===== config.mk =====
export PLATFORM = sky130hd
export DESIGN_NAME = mandelbrot_escape_pixel_core
export DESIGN_NICKNAME = d
export VERILOG_FILES = /design/src/rtl/core/mep_pkg.sv /design/src/rtl/core/mep_mult.sv /design/src/rtl/core/mep_glyph_div.sv /design/src/rtl/core/mandelbrot_escape_pixel_core.sv
export VERILOG_INCLUDE_DIRS = /design/src /design/src/rtl/core
export SDC_FILE = /design/constraint.sdc
export NUM_CORES = 2
export LEC_CHECK = 0
export BUFFER_PORTS_ARGS = -buffer_cell sky130_fd_sc_hd__buf_2
export CAP_MARGIN = 20
export CORE_MARGIN = 2
export CORE_UTILIZATION = 38
export CTS_BUF_LIST = sky130_fd_sc_hd__clkbuf_16
export DETAILED_ROUTE_END_ITERATION = 10
export GPL_TIMING_DRIVEN = 0
export SYNTH_ARGS = -nofsm -noshare
export SYNTH_HDL_FRONTEND = slang
export SYNTH_HIERARCHICAL = 1
export SYNTH_SLANG_ARGS = --single-unit

===== constraint.sdc =====
create_clock -name clk -period 23.3 [get_ports clk]
set_clock_uncertainty 0.1 [all_clocks]
set_input_delay 4.66 -clock clk [delete_from_list [all_inputs] [get_ports clk]]
set_output_delay 4.66 -clock clk [all_outputs]
set_load 0.1 [all_outputs]

===== src/rtl/core/mandelbrot_escape_pixel_core_macros.svh =====
// Assertion macros shared by the escape-time pixel core modules.
`ifndef MANDELBROT_ESCAPE_PIXEL_CORE_MACROS_SVH
`define MANDELBROT_ESCAPE_PIXEL_CORE_MACROS_SVH
`ifndef SYNTHESIS
// Condition holds in the same cycle as the trigger
`define MEP_ASSERT_IMP(lbl, clk, rst_n, trig, cond) \
  lbl: assert property (@(posedge clk) disable iff (!rst_n) (trig) |-> (cond)) \
    else $error("check failed: same-cycle implication");
// Condition holds in the cycle after the trigger
`define MEP_ASSERT_NXT(lbl, clk, rst_n, trig, cond) \
  lbl: assert property (@(posedge clk) disable iff (!rst_n) (trig) |=> (cond)) \
    else $error("check failed: next-cycle implication");
`else
`define MEP_ASSERT_IMP(lbl, clk, rst_n, trig, cond)
`define MEP_ASSERT_NXT(lbl, clk, rst_n, trig, cond)
`endif
`endif


===== src/rtl/core/mep_pkg.sv =====
// Shared types, constants and helpers of the escape-time pixel core.
package mep_pkg;

  // Field and datapath widths
  localparam int unsigned IDX_W      = 12;
  localparam int unsigned GLYPH_W    = 5;
  localparam int unsigned Z_W        = 32;
  localparam int unsigned PROD_W     = 64;
  localparam int unsigned STEP_W     = 31;
  localparam int unsigned CFG_ADDR_W = 3;
  localparam int unsigned CFG_DATA_W = 32;
  localparam int unsigned IN_DATA_W  = 24;
  localparam int unsigned OUT_DATA_W = 24;

  // Parameter defaults
  localparam int unsigned FRACTION_BITS_DEF = 28;
  localparam int unsigned GLYPH_STEPS_DEF   = 20;

  // Register indexes on the configuration port
  localparam logic [CFG_ADDR_W-1:0] CFG_START_REAL = 3'd0;
  localparam logic [CFG_ADDR_W-1:0] CFG_START_IMAG = 3'd1;
  localparam logic [CFG_ADDR_W-1:0] CFG_STEP_REAL  = 3'd2;
  localparam logic [CFG_ADDR_W-1:0] CFG_STEP_IMAG  = 3'd3;
  localparam logic [CFG_ADDR_W-1:0] CFG_ITER_LIMIT = 3'd4;

  // Register values after reset
  localparam logic signed [Z_W-1:0] START_REAL_RST = -32'sd536870912;
  localparam logic signed [Z_W-1:0] START_IMAG_RST = 32'sd268435456;
  localparam logic [STEP_W-1:0]     STEP_REAL_RST  = 31'd20132659;
  localparam logic [STEP_W-1:0]     STEP_IMAG_RST  = 31'd26843545;
  localparam logic [IDX_W-1:0]      ITER_LIMIT_RST = 12'd20;

  // Status of the glyph divider
  typedef struct packed {
    logic busy;
    logic done;
  } div_stat_t;

  // Clamp a wide signed value to the 32-bit signed range
  function automatic logic signed [Z_W-1:0] sat32(input logic signed [PROD_W-1:0] v);
    logic signed [Z_W-1:0] res;
    if ((v[PROD_W-1:Z_W-1] == '0) || (v[PROD_W-1:Z_W-1] == '1)) begin
      res = v[Z_W-1:0];
    end else if (v[PROD_W-1]) begin
      res = {1'b1, {(Z_W-1){1'b0}}};
    end else begin
      res = {1'b0, {(Z_W-1){1'b1}}};
    end
    return res;
  endfunction

  // Sign-extend a 32-bit value to product width
  function automatic logic signed [PROD_W-1:0] sext(input logic signed [Z_W-1:0] v);
    return {{(PROD_W-Z_W){v[Z_W-1]}}, v};
  endfunction

endpackage


===== src/rtl/core/mep_mult.sv =====
// Shared signed 32 by 32 multiplier with a registered product.
module mep_mult (
  input  logic                              clk,
  input  logic signed [mep_pkg::Z_W-1:0]    a,
  input  logic signed [mep_pkg::Z_W-1:0]    b,
  output logic signed [mep_pkg::PROD_W-1:0] prod_r
);

  logic signed [mep_pkg::PROD_W-1:0] prod_nxt;

  // Full-width product of the selected operands
  always_comb begin
    prod_nxt = mep_pkg::sext(a) * mep_pkg::sext(b);
  end

  always_ff @(posedge clk) begin
    prod_r <= prod_nxt;
  end

endmodule


===== src/rtl/core/mep_glyph_div.sv =====
// Restoring divider, one quotient bit per cycle, for the glyph index.
`include "mandelbrot_escape_pixel_core_macros.svh"
module mep_glyph_div #(
  parameter  int unsigned QUO_W = 5,
  parameter  int unsigned DEN_W = 12,
  localparam int unsigned NUM_W = DEN_W + QUO_W,
  localparam int unsigned CNT_W = $clog2(QUO_W + 1)
) (
  input  logic                      clk,
  input  logic                      rst_n,
  input  logic                      start,
  input  logic [NUM_W-1:0]          numer,
  input  logic [DEN_W-1:0]          denom,
  output mep_pkg::div_stat_t        stat,
  output logic [QUO_W-1:0]          quo
);

  logic             busy_r, busy_nxt;
  logic             done_r, done_nxt;
  logic [CNT_W-1:0] cnt_r, cnt_nxt;
  logic [NUM_W-1:0] rem_r, rem_nxt;
  logic [NUM_W-1:0] dsh_r, dsh_nxt;
  logic [QUO_W-1:0] quo_r, quo_nxt;
  logic             fits;

  assign fits = (rem_r >= dsh_r);

  // Load operands, then take one quotient bit per cycle, highest first
  always_comb begin
    busy_nxt = busy_r;
    done_nxt = 1'b0;
    cnt_nxt  = cnt_r;
    rem_nxt  = rem_r;
    dsh_nxt  = dsh_r;
    quo_nxt  = quo_r;
    if (busy_r) begin
      if (fits) begin
        rem_nxt = rem_r - dsh_r;
      end
      quo_nxt = (quo_r << 1) | QUO_W'(fits);
      dsh_nxt = dsh_r >> 1;
      cnt_nxt = cnt_r - CNT_W'(1);
      if (cnt_r == CNT_W'(1)) begin
        busy_nxt = 1'b0;
        done_nxt = 1'b1;
      end
    end else if (start) begin
      busy_nxt = 1'b1;
      cnt_nxt  = CNT_W'(QUO_W);
      rem_nxt  = numer;
      dsh_nxt  = NUM_W'(denom) << (QUO_W - 1);
      quo_nxt  = '0;
    end
  end

  always_ff @(posedge clk) begin
    if (!rst_n) begin
      busy_r <= 1'b0;
      done_r <= 1'b0;
      cnt_r  <= '0;
    end else begin
      busy_r <= busy_nxt;
      done_r <= done_nxt;
      cnt_r  <= cnt_nxt;
    end
  end

  always_ff @(posedge clk) begin
    rem_r <= rem_nxt;
    dsh_r <= dsh_nxt;
    quo_r <= quo_nxt;
  end

  assign stat.busy = busy_r;
  assign stat.done = done_r;
  assign quo       = quo_r;

  `MEP_ASSERT_NXT(a_start_busy, clk, rst_n, start && !busy_r, busy_r)
  `MEP_ASSERT_IMP(a_busy_count, clk, rst_n, busy_r, cnt_r != '0)
  `MEP_ASSERT_NXT(a_done_pulse, clk, rst_n, done_r, !done_r)

endmodule


===== src/rtl/core/mandelbrot_escape_pixel_core.sv =====
// Top level of the fixed-point escape-time pixel core: sequencer and datapath.
//
// Usage: each input item carries a pixel column and row on in_tdata. The core
// maps it to c = (start_real + column*step_real, start_imag - row*step_imag),
// iterates z = z*z + c from zero up to iteration_limit times and returns one
// item per pixel on out_tdata: iteration count, escaped flag and glyph index.
// Registers are to be written over the cfg_ port only while the core is idle;
// the core does not enforce this. One signed 32x32 multiplier is shared by
// every product; each escape pass runs the cross product, the update and two
// squares with the magnitude test. After acceptance the core forms c, runs
// the passes and the glyph division (both skipped for a zero limit) and loads
// the result; the next item can be taken in the cycle after it is loaded.
// in_tready is high only while the core is idle; a result waiting in the output
// register does not block a new item, but a finished item waits for the output
// register to empty when the receiver stalls.
// Reset (synchronous, active low) restores the register defaults, clears the
// sequencer and drops out_tvalid.
`include "mandelbrot_escape_pixel_core_macros.svh"
module mandelbrot_escape_pixel_core #(
  parameter int unsigned FRACTION_BITS = mep_pkg::FRACTION_BITS_DEF,
  parameter int unsigned GLYPH_STEPS   = mep_pkg::GLYPH_STEPS_DEF
) (
  input  logic                                 clk,
  input  logic                                 rst_n,
  // Configuration write port
  input  logic                                 cfg_we,
  input  logic [mep_pkg::CFG_ADDR_W-1:0]       cfg_addr,
  input  logic [mep_pkg::CFG_DATA_W-1:0]       cfg_wdata,
  // Input items
  input  logic                                 in_tvalid,
  output logic                                 in_tready,
  input  logic [mep_pkg::IN_DATA_W-1:0]        in_tdata,   // column[11:0], row[23:12]
  // Result items
  output logic                                 out_tvalid,
  input  logic                                 out_tready,
  output logic [mep_pkg::OUT_DATA_W-1:0]       out_tdata   // iterations[11:0], escaped[12],
                                                           // glyph_index[17:13], zero pad
);

  localparam int unsigned QUO_W     = $clog2(GLYPH_STEPS + 1);
  localparam int unsigned NUM_W     = mep_pkg::IDX_W + QUO_W;
  localparam int unsigned THR_SHIFT = 2 * FRACTION_BITS + 2;
  localparam bit          ESC_EN    = (THR_SHIFT < mep_pkg::PROD_W);
  localparam logic [mep_pkg::PROD_W-1:0] THRESH =
    ESC_EN ? (64'd1 << (THR_SHIFT % mep_pkg::PROD_W)) : '1;
  localparam int unsigned OUT_PAD   = mep_pkg::OUT_DATA_W - mep_pkg::IDX_W - 1 - mep_pkg::GLYPH_W;

  typedef enum logic [11:0] {
    S_IDLE = 12'b0000_0000_0001,
    S_CR   = 12'b0000_0000_0010,
    S_CI   = 12'b0000_0000_0100,
    S_CIW  = 12'b0000_0000_1000,
    S_RI   = 12'b0000_0001_0000,
    S_UPD  = 12'b0000_0010_0000,
    S_RR   = 12'b0000_0100_0000,
    S_II   = 12'b0000_1000_0000,
    S_MAG  = 12'b0001_0000_0000,
    S_DIV  = 12'b0010_0000_0000,
    S_DIVW = 12'b0100_0000_0000,
    S_OUT  = 12'b1000_0000_0000
  } state_t;

  // Configuration registers
  logic signed [mep_pkg::Z_W-1:0]    start_real_r, start_imag_r;
  logic [mep_pkg::STEP_W-1:0]        step_real_r, step_imag_r;
  logic [mep_pkg::IDX_W-1:0]         limit_r;

  // Sequencer and datapath registers
  state_t                            state_r, state_nxt;
  logic [mep_pkg::IDX_W-1:0]         col_r, col_nxt;
  logic [mep_pkg::IDX_W-1:0]         row_r, row_nxt;
  logic signed [mep_pkg::Z_W-1:0]    cr_r, cr_nxt;
  logic signed [mep_pkg::Z_W-1:0]    ci_r, ci_nxt;
  logic signed [mep_pkg::Z_W-1:0]    zr_r, zr_nxt;
  logic signed [mep_pkg::Z_W-1:0]    zi_r, zi_nxt;
  logic signed [mep_pkg::PROD_W-1:0] rr_r, rr_nxt;
  logic signed [mep_pkg::PROD_W-1:0] ii_r, ii_nxt;
  logic [mep_pkg::IDX_W-1:0]         iter_r, iter_nxt;
  logic                              esc_r, esc_nxt;
  logic [mep_pkg::GLYPH_W-1:0]       glyph_r, glyph_nxt;

  // Output register
  logic                              out_valid_r, out_valid_nxt;
  logic [mep_pkg::IDX_W-1:0]         out_iter_r, out_iter_nxt;
  logic                              out_esc_r, out_esc_nxt;
  logic [mep_pkg::GLYPH_W-1:0]       out_glyph_r, out_glyph_nxt;

  // Shared multiplier and glyph divider
  logic signed [mep_pkg::Z_W-1:0]    mul_a, mul_b;
  logic signed [mep_pkg::PROD_W-1:0] prod;
  logic                              div_start;
  logic [NUM_W-1:0]                  div_numer;
  mep_pkg::div_stat_t                div_stat;
  logic [QUO_W-1:0]                  div_quo;

  // Update terms
  logic signed [mep_pkg::PROD_W-1:0] re_sum, im_sum;
  logic signed [mep_pkg::PROD_W-1:0] cr_sum, ci_sum;
  logic [mep_pkg::PROD_W-1:0]        mag;
  logic                              in_acc;
  logic                              esc_hit;

  assign in_acc = in_tvalid && in_tready;

  mep_mult u_mult (
    .clk    (clk),
    .a      (mul_a),
    .b      (mul_b),
    .prod_r (prod)
  );

  mep_glyph_div #(
    .QUO_W (QUO_W),
    .DEN_W (mep_pkg::IDX_W)
  ) u_div (
    .clk   (clk),
    .rst_n (rst_n),
    .start (div_start),
    .numer (div_numer),
    .denom (limit_r),
    .stat  (div_stat),
    .quo   (div_quo)
  );

  // Configuration writes
  always_ff @(posedge clk) begin
    if (!rst_n) begin
      start_real_r <= mep_pkg::START_REAL_RST;
      start_imag_r <= mep_pkg::START_IMAG_RST;
      step_real_r  <= mep_pkg::STEP_REAL_RST;
      step_imag_r  <= mep_pkg::STEP_IMAG_RST;
      limit_r      <= mep_pkg::ITER_LIMIT_RST;
    end else if (cfg_we) begin
      case (cfg_addr)
        mep_pkg::CFG_START_REAL: start_real_r <= cfg_wdata;
        mep_pkg::CFG_START_IMAG: start_imag_r <= cfg_wdata;
        mep_pkg::CFG_STEP_REAL:  step_real_r  <= cfg_wdata[mep_pkg::STEP_W-1:0];
        mep_pkg::CFG_STEP_IMAG:  step_imag_r  <= cfg_wdata[mep_pkg::STEP_W-1:0];
        mep_pkg::CFG_ITER_LIMIT: limit_r      <= cfg_wdata[mep_pkg::IDX_W-1:0];
        default: ;
      endcase
    end
  end

  // Select multiplier operands for the current step
  always_comb begin
    case (state_r)
      S_CR: begin
        mul_a = {{(mep_pkg::Z_W-mep_pkg::IDX_W){1'b0}}, col_r};
        mul_b = {1'b0, step_real_r};
      end
      S_CI: begin
        mul_a = {{(mep_pkg::Z_W-mep_pkg::IDX_W){1'b0}}, row_r};
        mul_b = {1'b0, step_imag_r};
      end
      S_RR: begin
        mul_a = zr_r;
        mul_b = zr_r;
      end
      S_II: begin
        mul_a = zi_r;
        mul_b = zi_r;
      end
      default: begin
        mul_a = zr_r;
        mul_b = zi_r;
      end
    endcase
  end

  // Coordinate sums, z update terms and escape test
  assign cr_sum  = mep_pkg::sext(start_real_r) + prod;
  assign ci_sum  = mep_pkg::sext(start_imag_r) - prod;
  assign re_sum  = ((rr_r - ii_r) >>> FRACTION_BITS) + mep_pkg::sext(cr_r);
  assign im_sum  = (prod >>> (FRACTION_BITS - 1)) + mep_pkg::sext(ci_r);
  assign mag     = rr_r + prod;
  assign esc_hit = ESC_EN && (mag > THRESH);

  assign div_start = (state_r == S_DIV);
  assign div_numer = NUM_W'(iter_r) * NUM_W'(GLYPH_STEPS);

  // Sequencer
  always_comb begin
    state_nxt     = state_r;
    col_nxt       = col_r;
    row_nxt       = row_r;
    cr_nxt        = cr_r;
    ci_nxt        = ci_r;
    zr_nxt        = zr_r;
    zi_nxt        = zi_r;
    rr_nxt        = rr_r;
    ii_nxt        = ii_r;
    iter_nxt      = iter_r;
    esc_nxt       = esc_r;
    glyph_nxt     = glyph_r;
    out_valid_nxt = out_valid_r;
    out_iter_nxt  = out_iter_r;
    out_esc_nxt   = out_esc_r;
    out_glyph_nxt = out_glyph_r;

    // Drop the result once taken
    if (out_valid_r && out_tready) begin
      out_valid_nxt = 1'b0;
    end

    case (state_r)
      S_IDLE: begin
        if (in_acc) begin
          col_nxt   = in_tdata[mep_pkg::IDX_W-1:0];
          row_nxt   = in_tdata[2*mep_pkg::IDX_W-1:mep_pkg::IDX_W];
          state_nxt = S_CR;
        end
      end
      S_CR: begin
        state_nxt = S_CI;
      end
      S_CI: begin
        cr_nxt    = mep_pkg::sat32(cr_sum);
        state_nxt = S_CIW;
      end
      S_CIW: begin
        ci_nxt   = mep_pkg::sat32(ci_sum);
        zr_nxt   = '0;
        zi_nxt   = '0;
        rr_nxt   = '0;
        ii_nxt   = '0;
        iter_nxt = '0;
        if (limit_r == '0) begin
          esc_nxt   = 1'b0;
          glyph_nxt = mep_pkg::GLYPH_W'(GLYPH_STEPS);
          state_nxt = S_OUT;
        end else begin
          state_nxt = S_RI;
        end
      end
      S_RI: begin
        state_nxt = S_UPD;
      end
      S_UPD: begin
        zr_nxt    = mep_pkg::sat32(re_sum);
        zi_nxt    = mep_pkg::sat32(im_sum);
        state_nxt = S_RR;
      end
      S_RR: begin
        state_nxt = S_II;
      end
      S_II: begin
        rr_nxt    = prod;
        state_nxt = S_MAG;
      end
      S_MAG: begin
        // Cross product of the new z is issued here for the next pass
        ii_nxt = prod;
        if (esc_hit) begin
          esc_nxt   = 1'b1;
          state_nxt = S_DIV;
        end else if (iter_r == limit_r - mep_pkg::IDX_W'(1)) begin
          esc_nxt   = 1'b0;
          iter_nxt  = limit_r;
          state_nxt = S_DIV;
        end else begin
          iter_nxt  = iter_r + mep_pkg::IDX_W'(1);
          state_nxt = S_UPD;
        end
      end
      S_DIV: begin
        state_nxt = S_DIVW;
      end
      S_DIVW: begin
        if (div_stat.done) begin
          glyph_nxt = mep_pkg::GLYPH_W'(div_quo);
          state_nxt = S_OUT;
        end
      end
      S_OUT: begin
        // Hold until the output register is free
        if (!out_valid_r || out_tready) begin
          out_valid_nxt = 1'b1;
          out_iter_nxt  = iter_r;
          out_esc_nxt   = esc_r;
          out_glyph_nxt = glyph_r;
          state_nxt     = S_IDLE;
        end
      end
      default: begin
        state_nxt = S_IDLE;
      end
    endcase
  end

  always_ff @(posedge clk) begin
    if (!rst_n) begin
      state_r     <= S_IDLE;
      out_valid_r <= 1'b0;
    end else begin
      state_r     <= state_nxt;
      out_valid_r <= out_valid_nxt;
    end
  end

  always_ff @(posedge clk) begin
    col_r       <= col_nxt;
    row_r       <= row_nxt;
    cr_r        <= cr_nxt;
    ci_r        <= ci_nxt;
    zr_r        <= zr_nxt;
    zi_r        <= zi_nxt;
    rr_r        <= rr_nxt;
    ii_r        <= ii_nxt;
    iter_r      <= iter_nxt;
    esc_r       <= esc_nxt;
    glyph_r     <= glyph_nxt;
    out_iter_r  <= out_iter_nxt;
    out_esc_r   <= out_esc_nxt;
    out_glyph_r <= out_glyph_nxt;
  end

  assign in_tready  = (state_r == S_IDLE);
  assign out_tvalid = out_valid_r;
  assign out_tdata  = {{OUT_PAD{1'b0}}, out_glyph_r, out_esc_r, out_iter_r};

  `MEP_ASSERT_NXT(a_accept_start, clk, rst_n, in_acc, state_r == S_CR)
  `MEP_ASSERT_IMP(a_iter_bound, clk, rst_n, state_r == S_MAG, iter_r < limit_r)
  `MEP_ASSERT_IMP(a_div_idle, clk, rst_n, state_r == S_DIV, !div_stat.busy)
  `MEP_ASSERT_IMP(a_esc_count, clk, rst_n, (state_r == S_OUT) && esc_r, iter_r < limit_r)

endmodule

# == After elaboration in Yosys (flattened, before gate mapping) ==
# Index checks and enable logic that the tools add are counted.
# totals
output_inout_bits,26
elab_cells,152
input_bits,64
regBits,574
# op_classes
n_reduce_logical,32
n_mul,2
bitwise,1
n_addsub,10
n_eq_ne,29
mux,47
n_lt_le_gt_ge,2
# ops
cell,count
2-to-1 mux 32 bit,8
case mux 64 bit (2 select lines),2
case mux 32 bit (3 select lines),2
case mux 12 bit (12 select lines),1
"== test 33 bit, second input constant",4
zero test 33 bit,4
case mux 32 bit (2 select lines),2
2-to-1 mux 12 bit,6
adder 32 x 64 -> 64 bit,1
adder 64 bit,1
"greater-than comparator 64 x 59 -> 1 bit, second input constant",1
multiplier 32 x 32 -> 64 bit,1
subtractor 32 x 64 -> 64 bit,1
subtractor 64 bit,1
2-to-1 mux 17 bit,3
adder 37 x 32 -> 38 bit,1
adder 36 x 32 -> 37 bit,1
case mux 12 bit (2 select lines),1
2-to-1 mux 10 bit,2
2-to-1 mux 5 bit,4
AND reduction 2 bit,10
>= comparator 17 x 16 -> 1 bit,1
subtractor 17 x 16 -> 17 bit,1
2-to-1 mux 16 bit,1
36 further kinds,63

# == Longest topological paths before layout ==
# logic_depth
word_depth,6
depth_mapped,40
ltp_nobuf,35

# == By module ==
# Netlist, hierarchy kept.
# by_module_without_submodules
mod,cells_each,area_per_inst_um2,seq_area_each_um2,instances
mandelbrot_escape_pixel_core,4501,37513.5,12512.0,1
mep_mult,3943,37374.6,1281.2,1
mep_glyph_div,248,2682.6,1241.2,1

# == Worst setup path before layout ==
# OpenSTA, ideal clock, no wires.
# synth_timing
path_type,flip-flop to flip-flop
start,reg state_r[6]
end,reg u_mult/prod_r[62] (netlist bit)
n_path_buf,3
t_required_ps,23064
t_arrival_ps,9954
setup_time_ps,136
slack_ps,13110
path_stages_with_launch,33
period_less_slack_ps,10190
cell_sequence,dfxtp_1 > nor2_1 > nand4_1 > nor3_1 > and3b_1 > clkbuf_1 > clkbuf_1 > a222oi_1 > a21oi_1 > clkbuf_1 > nand2_1 > inv_1 > fa_1 > fa_1 > fa_1 > fa_1 > inv_1 > fa_1 > inv_1 > fa_1 > fa_1 > fa_1 > ha_1 > a21o_1 > a21oi_1 > o21a_1 > o21ai_0 > nor3_1 > nand3_1 > a31o_2 > a21oi_1 > o41ai_1 > xor2_1
# synth_via
elab_chain_cells,3
elab_cells_between_ends,7
classes_between,1 x mul; 4 x eq/ne; 2 x mux
# synth_rtl
element,line_no,rtl
from (decl),mandelbrot_escape_pixel_core.sv:69,"state_t state_r, state_nxt;"
from (signal assigned),mandelbrot_escape_pixel_core.sv:296,state_r <= state_nxt;
== test 12 x 7 -> 1 bit (tied with other cells),mandelbrot_escape_pixel_core.sv:147,case (state_r)
case mux 32 bit (3 select lines) (*),mandelbrot_escape_pixel_core.sv:147,
named net mul_b (one bit),mandelbrot_escape_pixel_core.sv:89,"logic signed [mep_pkg::Z_W-1:0] mul_a, mul_b;"
multiplier 32 x 32 -> 64 bit (*),mep_mult.sv:13,prod_nxt = mep_pkg::sext(a) * mep_pkg::sext(b);
named net u_mult.prod_nxt (one bit),mep_mult.sv:9,logic signed [mep_pkg::PROD_W-1:0] prod_nxt;
to (signal assigned),mep_mult.sv:17,prod_r <= prod_nxt;
to (decl),mep_mult.sv:6,output logic signed [mep_pkg::PROD_W-1:0] prod_r
# The timed path passes the listed nets; every way through them passes the cells marked *.
# A chain may end at the register's enable or synchronous reset.

# == Final worst setup path ==
# layout_timing
start,reg state_r[11]
end,reg u_mult/prod_r[62] (netlist bit)
# Same word-level chain as after synthesis.

==> results.md <==
Routing:
- For this run, design rule violations remaining after detail routing come to 0.
- The detailed router finished its first iteration with around 7.4k violations.
- The count of TritonRoute iterations in the first routing pass is 10.
- The via-per-instance ratio is around 5.7.
- The remaining antenna violation count is 0.
- The final route contains 65.8k vias.
- The wire length per cell after detailed routing is ~26 µm.
- The total wirelength of the detailed-routed design is about 310 mm.

Floorplan:
- The die footprint is between 200000 and 250000 µm².
- In this run the vertical extent of the chip is around 460 µm.
- Once the floorplan was initialized, standard cells occupied a little under two fifths of the core.
- The standard-cell row count is about 170.
- The area inside the core boundary is just over 200000 µm².
- The width of the die is ~460 µm.
- Pin placement for this block handled 90 I/O pins.

STA:
- The maximum achievable frequency is 0.0745 GHz.
- The number of pins exceeding their max-slew limit in the final report is 0.
- The routed design could run at a clock period as short as about 13 ns.
- The headroom to the max-slew limit is roughly 15%.
- In the finished design, the share of the clock period the worst path needs comes to 57.6%.
- After routing, the total negative slack on setup checks comes to 0 ns.
- Setup repair after global routing left no endpoint under its margin.
- The slew at the pin with the worst max-slew slack is 1.27 ns.
- The total count of hold-check failures in the final report came to 0.
- Setup violations remaining at the end of the flow were counted as 0.

Setup path:
- Among the stages of the critical path, the cell type that occurs most often is sky130_fd_sc_hd__fa_1.
- For this run, the slowest stage of the critical path takes 0.93 ns.
- On the critical path, the stage with the largest delay is an instance of sky130_fd_sc_hd__fa_1.
- The critical path contains buffers and inverters numbering 9 combined.
- The gate family responsible for the most delay along the worst path is adder cells.
- The capturing element type of the critical path is a register.
- The worst setup path is launched from a register.
- The arrival time at the worst endpoint is between 10 and 15 ns.
- The critical path start-end classification is reg2reg.
- The required time at the worst-slack endpoint is roughly 24 ns.
- In this run the worst path has a maximum fanout of 10.

GRT:
- The global-route congestion overflow total is 0.
- The largest net degree at the start of global routing is between 60 and 70.
- The first-pass GRT wire length is 449 mm.
- The number of global-route vias before repair was about 66k.
- The number of antenna violations at the first check in global routing was 33.
- The total track usage is between 20% and 30%.

Min path:
- The type of the worst min-delay path is reg2reg.

Clocking:
- TritonCTS built the clock tree.
- Clock-pin slew was measured on the worst setup and hold paths at ~0.06 ns.
- The number of clock sinks is 574.
- In this run the clock root is driven by a sky130_fd_sc_hd__clkbuf_16.
- The CTS H-tree depth is 3.
- The number of gates resized after cts is 0.
- The number of clock buffers inserted by TritonCTS is 67.
- The number of buffers added for setup after CTS is 0.
- The later pin in the worst-skew pair is clocked with a latency of between 0.6 and 0.7 ns.
- The hold-fix buffer count after cts is 0.
- The maximum number of buffers from clock root to sink is 3.

Placed design:
- The final weighted congestion in routability-driven placement is between 1 and 1.5.
- The number of buffer cells added on primary ports is between 80 and 90.
- The half-perimeter wire length after detailed placement is between 200 and 300 mm.

Finish:
- The relative area change from synthesis to final layout is 8.37%.
- The post-route netlist has 3.96% of its cells at a drive strength greater than 1.
- The number of nets in the finished design is around 11k.

Synthesis:
- Synthesis produced a netlist whose cell count is 8691.
- The synthesized cell area is around 78000 µm².
- The per-instance average area after synthesis is ~8.9 µm².
- The Yosys warning count is 6.

Outcome:
- The run finished with clean final reports.

Flow run:
- Max-cap violations in this run came to 0.
## flip-flops by register name (all words and copies together) (netlist names), 32 cells and up
| name | count |
|---|---|
| ci_r | 32 |
| cr_r | 32 |
| ii_r | 64 |
| rr_r | 64 |
| start_imag_r | 32 |
| start_real_r | 32 |
| u_mult/prod_r | 64 |
| zi_r | 32 |
| zr_r | 32 |
## metrics by stage
stage | cells | area, µm² | worst slack, ns | util [%] | hold WS, ns
global route | 11600 | 84000 | 9.51 | 41.5 | 0.340
floorplan | 8698 | 77600 | 13.11 | - | 0.300
CTS | 11600 | 84000 | 10.06 | 41.5 | 0.325
finish | 11600 | 84100 | 9.88 | 41.5 | 0.324
detailed placement | 11500 | 81800 | 10.09 | 40.4 | 0.311
global placement | 11500 | 81300 | 9.28 | 40.2 | 0.311
## layout by cell type, fill, tap and decap left out, types with 58 or more instances in the layout
master                         n
sky130_fd_sc_hd__nor2_1      472
sky130_fd_sc_hd__clkbuf_1    382
sky130_fd_sc_hd__nor2b_1      59
sky130_fd_sc_hd__nand2b_1     58
sky130_fd_sc_hd__buf_2       103
sky130_fd_sc_hd__and2_1      550
sky130_fd_sc_hd__nand4_1     102
sky130_fd_sc_hd__edfxtp_1    354
sky130_fd_sc_hd__nor3_1       72
sky130_fd_sc_hd__clkbuf_16    72
sky130_fd_sc_hd__a21oi_1     616
sky130_fd_sc_hd__a21o_1      205
sky130_fd_sc_hd__o21ai_0     296
sky130_fd_sc_hd__a211oi_1     58
sky130_fd_sc_hd__xor2_1      133
sky130_fd_sc_hd__dfxtp_1     219
sky130_fd_sc_hd__nand3_1     123
sky130_fd_sc_hd__xnor2_1     220
sky130_fd_sc_hd__o21bai_1     69
sky130_fd_sc_hd__fa_1       1088
sky130_fd_sc_hd__ha_1        550
sky130_fd_sc_hd__inv_1      1246
sky130_fd_sc_hd__nand2_1    1066
sky130_fd_sc_hd__o21a_1       60
## path summary, 6_finish.rpt
check	start	endpoint	slack (ns)	cells past startpoint
setup reg to reg	state_r[11]	u_mult/prod_r[62]	9.88	36
setup / recovery	state_r[11]	u_mult/prod_r[62]	9.88	36
hold / removal	glyph_r[0]	out_glyph_r[0]	0.32	0
hold reg to reg	glyph_r[0]	out_glyph_r[0]	0.32	0
## layer usage
metal	global-route usage, %	routed length, µm
met1	39.9	126000
met2	44.4	132000
met3	5.05	28400
met4	16.7	20900
met5	0	77
## area by class of cell
class,instances,area (µm²)
antenna,12,30.0
buffer,426,1700
clock buffer,72,1800
clock inverter,51,385
fill,20200,118000
inverter,1234,4630
multi-input combinational,6464,56300
sequential,574,15000
tap,2672,3340
timing repair buffer,116,845
Power is not shown: default switching activity piles up to over one toggle a cycle in this logic, so the estimate is an artifact.
